File: config.mk
export PLATFORM = sky130hd
export DESIGN_NAME = crop_line_address_generator
export DESIGN_NICKNAME = d
export VERILOG_FILES = /design/src/sv/cla_pkg.sv /design/src/sv/cla_ctrl.sv /design/src/sv/cla_dp.sv /design/src/sv/crop_line_address_generator.sv
export SDC_FILE = /design/constraint.sdc
export NUM_CORES = 2
export LEC_CHECK = 0
export ABC_AREA = 1
export BUFFER_PORTS_ARGS = -buffer_cell sky130_fd_sc_hd__buf_2
export CAP_MARGIN = 20
export CORE_ASPECT_RATIO = 1.75
export CORE_MARGIN = 2
export CORE_UTILIZATION = 40
export DETAILED_ROUTE_END_ITERATION = 10
export MAX_ROUTING_LAYER = met4
export SLEW_MARGIN = 20
export SYNTH_ARGS = -nofsm -noshare
export SYNTH_HDL_FRONTEND = slang
export SYNTH_HIERARCHICAL = 1
export SYNTH_SLANG_ARGS = --single-unit
export TNS_END_PERCENT = 20
File: constraint.sdc
create_clock -name clk -period 15.1 [get_ports clk]
set_input_delay 2.265 -clock clk [delete_from_list [all_inputs] [get_ports clk]]
set_output_delay 2.265 -clock clk [all_outputs]
set_load 0.02 [all_outputs]
File: src/sv/cla_pkg.sv
`default_nettype none

package cla_pkg;

  localparam int AXES    = 3;
  localparam int COORD_W = 12;
  localparam int SIZE_W  = 13;
  localparam int OFS_W   = 40;
  localparam int LEN_W   = 17;
  localparam int EB_W    = 5;
  localparam int ND_W    = 2;
  localparam int REG_IDX_W = 3;

  localparam logic [1:0] STAT_OK      = 2'd0;
  localparam logic [1:0] STAT_ORDER   = 2'd1;
  localparam logic [1:0] STAT_RANGE   = 2'd2;
  localparam logic [1:0] STAT_NO_CROP = 2'd3;

  localparam logic CMD_START = 1'b0;
  localparam logic CMD_NEXT  = 1'b1;

  localparam logic [REG_IDX_W-1:0] REG_NUM_DIMS   = 3'd0;
  localparam logic [REG_IDX_W-1:0] REG_ELEM_BYTES = 3'd1;
  localparam logic [REG_IDX_W-1:0] REG_SIZE0      = 3'd2;
  localparam logic [REG_IDX_W-1:0] REG_SIZE1      = 3'd3;
  localparam logic [REG_IDX_W-1:0] REG_SIZE2      = 3'd4;

  typedef enum logic [1:0] {
    S_IDLE,
    S_MUL1,
    S_MUL2,
    S_EMIT
  } state_t;

  typedef struct packed {
    logic       accept;
    logic       mul1;
    logic       mul2;
    logic       emit;
    logic [1:0] emit_status;
  } cmd_t;

  typedef struct packed {
    logic       active;
    logic [1:0] chk_status;
    logic       out_free;
  } stat_t;

  typedef struct packed {
    logic [ND_W-1:0]   num_dims;
    logic [EB_W-1:0]   elem_bytes;
    logic [SIZE_W-1:0] size0;
    logic [SIZE_W-1:0] size1;
    logic [SIZE_W-1:0] size2;
  } cfg_t;

endpackage

`default_nettype wire

File: src/sv/cla_ctrl.sv
`default_nettype none

module cla_ctrl (
  input  wire logic          clk,
  input  wire logic          rst_n,
  input  wire logic          in_valid,
  output logic               in_ready,
  input  wire logic          in_cmd,
  input  wire cla_pkg::stat_t stat,
  output cla_pkg::cmd_t      cmd
);

  cla_pkg::state_t state_r, state_nxt;
  logic [1:0]      status_r, status_nxt;

  always_ff @(posedge clk) begin
    if (!rst_n) begin
      state_r  <= cla_pkg::S_IDLE;
      status_r <= cla_pkg::STAT_OK;
    end else begin
      state_r  <= state_nxt;
      status_r <= status_nxt;
    end
  end

  always_comb begin
    state_nxt  = state_r;
    status_nxt = status_r;
    cmd        = '0;
    in_ready   = 1'b0;
    unique case (state_r)
      cla_pkg::S_IDLE: begin
        in_ready = 1'b1;
        if (in_valid) begin
          cmd.accept = 1'b1;
          if (in_cmd == cla_pkg::CMD_START) begin
            status_nxt = stat.chk_status;
            state_nxt  = (stat.chk_status == cla_pkg::STAT_OK) ? cla_pkg::S_MUL1
                                                                : cla_pkg::S_EMIT;
          end else if (!stat.active) begin
            status_nxt = cla_pkg::STAT_NO_CROP;
            state_nxt  = cla_pkg::S_EMIT;
          end else begin
            status_nxt = cla_pkg::STAT_OK;
            state_nxt  = cla_pkg::S_MUL1;
          end
        end
      end
      cla_pkg::S_MUL1: begin
        cmd.mul1  = 1'b1;
        state_nxt = cla_pkg::S_MUL2;
      end
      cla_pkg::S_MUL2: begin
        cmd.mul2  = 1'b1;
        state_nxt = cla_pkg::S_EMIT;
      end
      cla_pkg::S_EMIT: begin
        if (stat.out_free) begin
          cmd.emit        = 1'b1;
          cmd.emit_status = status_r;
          state_nxt       = cla_pkg::S_IDLE;
        end
      end
      default: state_nxt = cla_pkg::S_IDLE;
    endcase
  end

  a_accept_leaves_idle: assert property (@(posedge clk) disable iff (!rst_n)
    in_valid && in_ready |=> state_r != cla_pkg::S_IDLE)
    else $error("accepted item did not start work");

  a_mul_chain: assert property (@(posedge clk) disable iff (!rst_n)
    state_r == cla_pkg::S_MUL1 |=> state_r == cla_pkg::S_MUL2)
    else $error("multiply stage skipped");

  a_emit_free: assert property (@(posedge clk) disable iff (!rst_n)
    cmd.emit |-> stat.out_free)
    else $error("emit into a full output register");

endmodule

`default_nettype wire

File: src/sv/cla_dp.sv
`default_nettype none

module cla_dp #(
  parameter int MAX_DIMS      = 3,
  parameter int MAX_AXIS_SIZE = 4096
) (
  input  wire logic           clk,
  input  wire logic           rst_n,
  input  wire cla_pkg::cfg_t  cfg,
  input  wire logic           in_cmd,
  input  wire logic [11:0]    in_lo0,
  input  wire logic [11:0]    in_lo1,
  input  wire logic [11:0]    in_lo2,
  input  wire logic [11:0]    in_hi0,
  input  wire logic [11:0]    in_hi1,
  input  wire logic [11:0]    in_hi2,
  input  wire cla_pkg::cmd_t  cmd,
  output cla_pkg::stat_t      stat,
  input  wire logic           out_ready,
  output logic                out_valid,
  output logic [1:0]          out_status,
  output logic [39:0]         out_src_offset,
  output logic [39:0]         out_dst_offset,
  output logic [16:0]         out_line_bytes,
  output logic                out_last
);

  localparam int DIMS_CAP = (MAX_DIMS > cla_pkg::AXES) ? cla_pkg::AXES : MAX_DIMS;
  localparam int SIZE_MAX = (2 ** cla_pkg::SIZE_W) - 1;
  localparam int SIZE_CAP = (MAX_AXIS_SIZE > SIZE_MAX) ? SIZE_MAX : MAX_AXIS_SIZE;
  localparam logic [cla_pkg::ND_W-1:0]   DIMS_CAP_V = cla_pkg::ND_W'(DIMS_CAP);
  localparam logic [cla_pkg::SIZE_W-1:0] SIZE_CAP_V = cla_pkg::SIZE_W'(SIZE_CAP);

  logic [cla_pkg::ND_W-1:0]    nd;
  logic [cla_pkg::SIZE_W-1:0]  size_raw [cla_pkg::AXES];
  logic [cla_pkg::SIZE_W-1:0]  size_eff [cla_pkg::AXES];
  logic [cla_pkg::COORD_W-1:0] lo_in [cla_pkg::AXES];
  logic [cla_pkg::COORD_W-1:0] hi_in [cla_pkg::AXES];
  logic [cla_pkg::COORD_W-1:0] lo_m  [cla_pkg::AXES];
  logic [cla_pkg::COORD_W-1:0] hi_m  [cla_pkg::AXES];
  logic [1:0]                  chk;

  logic [cla_pkg::COORD_W-1:0] low_r   [cla_pkg::AXES];
  logic [cla_pkg::COORD_W-1:0] high_r  [cla_pkg::AXES];
  logic [cla_pkg::COORD_W-1:0] coord1_r, coord2_r;
  logic                        active_r;

  logic [25:0] p1_r, q1_r;
  logic [39:0] p2_r, q2_r;

  logic [12:0] cin1, cin2;
  logic [12:0] osz0, osz1;
  logic [11:0] ext1, ext2;
  logic [26:0] p_sum, q_sum;
  logic [39:0] src_sum;
  logic [44:0] src_prod, dst_prod;
  logic [17:0] len_prod;
  logic        last;
  logic        emit_ok;

  logic        out_valid_r;
  logic [1:0]  out_status_r;
  logic [39:0] out_src_r, out_dst_r;
  logic [16:0] out_len_r;
  logic        out_last_r;

  always_comb begin
    nd = (cfg.num_dims == '0) ? cla_pkg::ND_W'(1) : cfg.num_dims;
    if (nd > DIMS_CAP_V) nd = DIMS_CAP_V;
  end

  assign size_raw[0] = cfg.size0;
  assign size_raw[1] = cfg.size1;
  assign size_raw[2] = cfg.size2;
  assign lo_in[0] = in_lo0;
  assign lo_in[1] = in_lo1;
  assign lo_in[2] = in_lo2;
  assign hi_in[0] = in_hi0;
  assign hi_in[1] = in_hi1;
  assign hi_in[2] = in_hi2;

  always_comb begin
    for (int d = 0; d < cla_pkg::AXES; d++) begin
      if (cla_pkg::ND_W'(d) < nd) begin
        size_eff[d] = (size_raw[d] > SIZE_CAP_V) ? SIZE_CAP_V : size_raw[d];
        lo_m[d]     = lo_in[d];
        hi_m[d]     = hi_in[d];
      end else begin
        size_eff[d] = cla_pkg::SIZE_W'(1);
        lo_m[d]     = '0;
        hi_m[d]     = '0;
      end
    end
  end

  // lowest failing axis wins; order check before range check
  always_comb begin
    chk = cla_pkg::STAT_OK;
    for (int d = cla_pkg::AXES - 1; d >= 0; d--) begin
      if (lo_m[d] > hi_m[d]) begin
        chk = cla_pkg::STAT_ORDER;
      end else if ({1'b0, hi_m[d]} >= size_eff[d]) begin
        chk = cla_pkg::STAT_RANGE;
      end
    end
  end

  assign cin1 = {1'b0, low_r[1]} + {1'b0, coord1_r};
  assign cin2 = {1'b0, low_r[2]} + {1'b0, coord2_r};
  assign osz0 = {1'b0, high_r[0]} - {1'b0, low_r[0]} + 13'd1;
  assign osz1 = {1'b0, high_r[1]} - {1'b0, low_r[1]} + 13'd1;
  assign ext1 = high_r[1] - low_r[1];
  assign ext2 = high_r[2] - low_r[2];
  assign last = (coord1_r == ext1) && (coord2_r == ext2);

  assign p_sum    = {1'b0, p1_r} + {14'd0, cin1};
  assign q_sum    = {1'b0, q1_r} + {15'd0, coord1_r};
  assign src_sum  = p2_r + {28'd0, low_r[0]};
  assign src_prod = src_sum * cfg.elem_bytes;
  assign dst_prod = q2_r * cfg.elem_bytes;
  assign len_prod = osz0 * cfg.elem_bytes;
  assign emit_ok  = cmd.emit && (cmd.emit_status == cla_pkg::STAT_OK);

  always_ff @(posedge clk) begin
    if (cmd.accept && (in_cmd == cla_pkg::CMD_START) && (chk == cla_pkg::STAT_OK)) begin
      low_r    <= lo_m;
      high_r   <= hi_m;
      coord1_r <= '0;
      coord2_r <= '0;
    end else if (emit_ok && !last) begin
      if (coord1_r != ext1) begin
        coord1_r <= coord1_r + 12'd1;
      end else begin
        coord1_r <= '0;
        coord2_r <= coord2_r + 12'd1;
      end
    end
    if (cmd.mul1) begin
      p1_r <= cin2 * size_eff[1];
      q1_r <= coord2_r * osz1;
    end
    if (cmd.mul2) begin
      p2_r <= p_sum * size_eff[0];
      q2_r <= q_sum * osz0;
    end
  end

  always_ff @(posedge clk) begin
    if (!rst_n) begin
      active_r <= 1'b0;
    end else if (cmd.accept && (in_cmd == cla_pkg::CMD_START)) begin
      active_r <= (chk == cla_pkg::STAT_OK);
    end else if (emit_ok && last) begin
      active_r <= 1'b0;
    end
  end

  always_ff @(posedge clk) begin
    if (!rst_n) begin
      out_valid_r <= 1'b0;
    end else if (cmd.emit) begin
      out_valid_r <= 1'b1;
    end else if (out_ready) begin
      out_valid_r <= 1'b0;
    end
  end

  always_ff @(posedge clk) begin
    if (cmd.emit) begin
      out_status_r <= cmd.emit_status;
      if (emit_ok) begin
        out_src_r  <= src_prod[39:0];
        out_dst_r  <= dst_prod[39:0];
        out_len_r  <= len_prod[16:0];
        out_last_r <= last;
      end else begin
        out_src_r  <= '0;
        out_dst_r  <= '0;
        out_len_r  <= '0;
        out_last_r <= 1'b0;
      end
    end
  end

  assign stat.active     = active_r;
  assign stat.chk_status = chk;
  assign stat.out_free   = !out_valid_r || out_ready;

  assign out_valid      = out_valid_r;
  assign out_status     = out_status_r;
  assign out_src_offset = out_src_r;
  assign out_dst_offset = out_dst_r;
  assign out_line_bytes = out_len_r;
  assign out_last       = out_last_r;

  a_err_zero: assert property (@(posedge clk) disable iff (!rst_n)
    cmd.emit && (cmd.emit_status != cla_pkg::STAT_OK) |=>
      (out_src_offset == '0) && (out_dst_offset == '0) &&
      (out_line_bytes == '0) && !out_last)
    else $error("error item carries nonzero fields");

  a_coord_bound: assert property (@(posedge clk) disable iff (!rst_n)
    active_r |-> (coord1_r <= ext1) && (coord2_r <= ext2))
    else $error("odometer beyond crop box");

endmodule

`default_nettype wire

File: src/sv/crop_line_address_generator.sv
// Flow: after item accept, a scanline passes the two multiply stages, then scaling into
// the output register and out_valid; an error answer goes straight to the emit step.
// Items: in_ready is high only while the sequencer idles, so a new item waits until the
// last one is emitted, and a full output register holds the emit step.
// Reset: synchronous active-low rst_n; no crop active, registers num_dims 3,
// elem_bytes 1, all axis sizes 1.
`default_nettype none

module crop_line_address_generator #(
  parameter int MAX_DIMS      = 3,
  parameter int MAX_AXIS_SIZE = 4096
) (
  input  wire logic        clk,
  input  wire logic        rst_n,
  input  wire logic        in_valid,
  output logic             in_ready,
  input  wire logic        in_cmd,
  input  wire logic [11:0] in_lo0,
  input  wire logic [11:0] in_lo1,
  input  wire logic [11:0] in_lo2,
  input  wire logic [11:0] in_hi0,
  input  wire logic [11:0] in_hi1,
  input  wire logic [11:0] in_hi2,
  output logic             out_valid,
  input  wire logic        out_ready,
  output logic [1:0]       out_status,
  output logic [39:0]      out_src_offset,
  output logic [39:0]      out_dst_offset,
  output logic [16:0]      out_line_bytes,
  output logic             out_last,
  input  wire logic        psel,
  input  wire logic        penable,
  input  wire logic        pwrite,
  input  wire logic [4:0]  paddr,
  input  wire logic [31:0] pwdata,
  output logic [31:0]      prdata,
  output logic             pready
);

  cla_pkg::cfg_t  cfg_r;
  cla_pkg::cmd_t  cmd;
  cla_pkg::stat_t stat;
  logic [cla_pkg::REG_IDX_W-1:0] reg_idx;
  logic                          wr_en;

  assign reg_idx = paddr[4:2];
  assign wr_en   = psel && penable && pwrite;
  assign pready  = 1'b1;

  always_ff @(posedge clk) begin
    if (!rst_n) begin
      cfg_r.num_dims   <= 2'd3;
      cfg_r.elem_bytes <= 5'd1;
      cfg_r.size0      <= 13'd1;
      cfg_r.size1      <= 13'd1;
      cfg_r.size2      <= 13'd1;
    end else if (wr_en) begin
      unique case (reg_idx)
        cla_pkg::REG_NUM_DIMS:   cfg_r.num_dims   <= pwdata[1:0];
        cla_pkg::REG_ELEM_BYTES: cfg_r.elem_bytes <= pwdata[4:0];
        cla_pkg::REG_SIZE0:      cfg_r.size0      <= pwdata[12:0];
        cla_pkg::REG_SIZE1:      cfg_r.size1      <= pwdata[12:0];
        cla_pkg::REG_SIZE2:      cfg_r.size2      <= pwdata[12:0];
        default: ;
      endcase
    end
  end

  always_comb begin
    unique case (reg_idx)
      cla_pkg::REG_NUM_DIMS:   prdata = {30'd0, cfg_r.num_dims};
      cla_pkg::REG_ELEM_BYTES: prdata = {27'd0, cfg_r.elem_bytes};
      cla_pkg::REG_SIZE0:      prdata = {19'd0, cfg_r.size0};
      cla_pkg::REG_SIZE1:      prdata = {19'd0, cfg_r.size1};
      cla_pkg::REG_SIZE2:      prdata = {19'd0, cfg_r.size2};
      default:                 prdata = '0;
    endcase
  end

  cla_ctrl u_ctrl (
    .clk      (clk),
    .rst_n    (rst_n),
    .in_valid (in_valid),
    .in_ready (in_ready),
    .in_cmd   (in_cmd),
    .stat     (stat),
    .cmd      (cmd)
  );

  cla_dp #(
    .MAX_DIMS      (MAX_DIMS),
    .MAX_AXIS_SIZE (MAX_AXIS_SIZE)
  ) u_dp (
    .clk            (clk),
    .rst_n          (rst_n),
    .cfg            (cfg_r),
    .in_cmd         (in_cmd),
    .in_lo0         (in_lo0),
    .in_lo1         (in_lo1),
    .in_lo2         (in_lo2),
    .in_hi0         (in_hi0),
    .in_hi1         (in_hi1),
    .in_hi2         (in_hi2),
    .cmd            (cmd),
    .stat           (stat),
    .out_ready      (out_ready),
    .out_valid      (out_valid),
    .out_status     (out_status),
    .out_src_offset (out_src_offset),
    .out_dst_offset (out_dst_offset),
    .out_line_bytes (out_line_bytes),
    .out_last       (out_last)
  );

endmodule

`default_nettype wire
==> metrics.cfg <==
[power_and_ir_drop]
cellPowerDensity_nw_per_um2 = 209
power.leakage_nw = 36.9
p_sw_share_pct = 53.4
power_mw = 15.0
p_seq_share_pct = 14.3
peakVddDrop_uv = 460
combPwrFrac_pct = 78.3
internal_power_mw = 6.98
clock_power_share_pct = 7.4
p_switching_mw = 8.01

[cts]
cts_sinks = 378
post_cts.repair.setup_buffers = 0
clkTransAtPathRegs_ns = 0.06
clk_latency_ns = 0.65
cts_resized = 0
clockRootBuffer = clkbuf_16
cts_tree = yes
cts_hold_buffers = 0
ctsHtreeMaxLevel = 2
numCtsBuffers = 44
cts.path.max_buffers = 3

[routing]
detailroute.via_count = 54814
drc = 0
totalWireLength_um = 193000
drtIter0Drc = 2838
drtPass1Iterations = 8
via_per_inst = 5.11
ant_nets = 0
post_drt_wl_per_cell_um = 18.0

[global_route]
grt_usage_pct = 23.4
grt_pass1_wl_um = 309000
grt_max_degree = 86
antenna_found_initial = 8
overflow = 0
grt_pass1_vias = 58059

[worst_setup_path]
critPathLaunchType = register
r2r_slack_ns = 6.04
rr_startpoint = u_dp/coord1_r[1]$_SDFFE_PP0P_
worstReg2RegEnd = u_dp/p2_r[39]$_DFFE_PP_
worstPathArrival_ns = 9.46
path_class = register to register
critical-path-slowest-cell = xnor2_1
crit_fanout = 8
worst-endpoint-required_ns = 15.50
critPathMostFrequentCell = inv_1
reg2regPathDepth = 37
end_kind = register
critPathMaxStageDelay_ns = 0.71

[yosys]
ys_ff_latch = 378
synth_compound_area_share_pct = 7.06
synthArstFlopShare_pct = 0
yosys.area_share.simple_pct = 19.8
synth_cell_types = 72
synth_edf_count = 302
synthAdderAreaFrac_pct = 42.3
avgSynthCellArea_sq_um = 7.97
synth_top_family_by_area = adder cells
synthMuxAreaShare_pct = 0
synth_area_leaders = fa_1, edfxtp_1, ha_1
synth_top_area_share_pct = 31.1
yosysSeqAreaShare_pct = 15.8
synth_most_common_cell = inv_1
synth_top_cell_by_area = fa_1
syn_area_sq_um = 67100
ys.warnings.count = 6
synthTopCellsByCount = inv_1, nand2_1, fa_1
synth_xor_area_share_pct = 2.99
synth-main-ff-cell = edfxtp_1
synth_cells = 8414

[outcome]
status = complete, no violations

[floorplanning]
die_h_um = 546
pin_count = 252
start_util_pct = 40.3
core_sq_um = 166000
die_w_um = 314
die_area_sq_um = 171000
placementRows = 198

[hold_path]
hp-class = register to register
hold_end = cfg_r[44]$_SDFFE_PN1P_
hp-start = cfg_r[44]$_SDFFE_PN1P_
hold_path_depth = 2

[cells_and_area]
seq_area_sq_um = 10600
fin_nets = 10254
syn_to_final_growth_pct = 7.03
design_area_sq_um = 71800
multi_input_area_sq_um = 48500
fillCellCount = 16937
finish.utilization_pct = 43.1
drive_above_1_share_pct = 5.61

[placement]
dpl.hpwl_um = 163000
gp_congestion = 0.978
placed_area_sq_um = 70300
numPortBuffers = 210
dp_slack_ns = 6.00

[timing]
finalCritPeriodShare_pct = 60.0
fin_tns_setup_ns = 0
fmax_ghz = 0.110
setup_ws_ns = 6.04
rsz0062_at_grt = false
finalHoldViolCount = 0
finalMaxSlewViolations = 0
slew_headroom_pct = 28.2
worst_pin_slew_ns = 1.08
fin_crit_ns = 9.06
setup_viol = 0
fin_worst_skew_ns = 0.0342

[flow_run]
drv_cap = 0

[logic make-up (layout without fill, tap and decap cells)]
kind of cell / Yosys count / count (layout)
compound gates: 841 / 841
xor+xnor: 222 / 222
fa+ha+maj: 1641 / 1641
buf+inv: 2113 / 2212
flops: 378 / 378
other cells: 2 / 25
simple gates: 3217 / 3217
[critical path, delay by kind of cell, from the launching register on]
kind / cells / cell delay [ns]
adder cells (fa/ha/maj): 9 / 3.73
AO/OA/AOI/OAI: 5 / 1.11
flip-flops: 1 / 0.46
XOR/XNOR: 2 / 0.78
buffers and inverters: 9 / 0.97
AND/OR/NAND/NOR: 12 / 1.77
[cell usage in the layout (no fill, tap or decap), types with 141 or more instances in the layout]
cell,netlist,final
inv_1,1826,1825
nand2_1,1740,1740
fa_1,1044,1044
nor2_1,876,876
ha_1,597,595
a21oi_1,444,444
nand3_1,339,339
edfxtp_1,302,302
o21ai_0,210,210
buf_2,18,210
xor2_1,142,141
[per-layer routing]
metal | part of all wire, % | global-route usage, % | up-vias
li1 | - | - | 25891
met1 | 38 | 25.2 | 26972
met2 | 53 | 42.9 | 1512
met3 | 4.1 | 2.13 | 439
met4 | 5.5 | 11.1 | 0
met5 | 0 | - | -
[flip-flops by register name, summed over array words and instances (netlist names), 2 cells and up]
name	count
u_ctrl/state_r	2
u_dp/coord2_r	12
u_ctrl/status_r	2
u_dp/out_src_offset	40
u_dp/out_line_bytes	17
u_dp/out_status	2
u_dp/p1_r	26
u_dp/q2_r	39
u_dp/low_r	36
u_dp/p2_r	40
cfg_r	46
u_dp/out_dst_offset	40
u_dp/coord1_r	12
u_dp/high_r	36
u_dp/q1_r	25
[power groups by stage]
stage | clock, mW | combinational (mW) | sequential [mW]
after floorplan | 0 | 8.74 | 2.16
after global placement | 0 | 11.5 | 2.16
after detailed placement | 0 | 11.7 | 2.16
after CTS | 1.16 | 11.8 | 2.14
after global routing | 1.18 | 13.5 | 2.17
final | 1.12 | 11.7 | 2.14
[layout make-up]
type	instances	area share (%)
multi-input combinational	5941	67.5
antenna	5	0.0174
inverter	1871	9.79
timing repair buffer	260	1.99
sequential	378	14.8
tap	2200	3.83
clock inverter	26	0.357
clock buffer	55	1.72
[stage by stage]
step,instances,hold slack (ns)
5_1_grt,10736,0.526
4_1_cts,10731,0.491
6_report,10736,0.488
3_3_place_gp,10650,0.472
2_1_floorplan,8432,0.446
3_5_place_dp,10650,0.477
[how the worst max path moves through the flow]
stage	from	to	slack, ns	cells past startpoint
after floorplan	u_dp/coord1_r[1]$_SDFFE_PP0P_	u_dp/p2_r[39]$_DFFE_PP_	7.58	37
after global placement	u_dp/coord1_r[1]$_SDFFE_PP0P_	u_dp/p2_r[39]$_DFFE_PP_	6.08	37
after detailed placement	u_dp/coord1_r[1]$_SDFFE_PP0P_	u_dp/p2_r[39]$_DFFE_PP_	6.00	37
after CTS	u_dp/coord1_r[1]$_SDFFE_PP0P_	u_dp/p2_r[39]$_DFFE_PP_	5.99	37
after global routing	u_dp/coord1_r[1]$_SDFFE_PP0P_	u_dp/p2_r[39]$_DFFE_PP_	5.41	37
final	u_dp/coord1_r[1]$_SDFFE_PP0P_	u_dp/p2_r[39]$_DFFE_PP_	6.04	37
No activity file was read; power rests on OpenSTA's default activity.
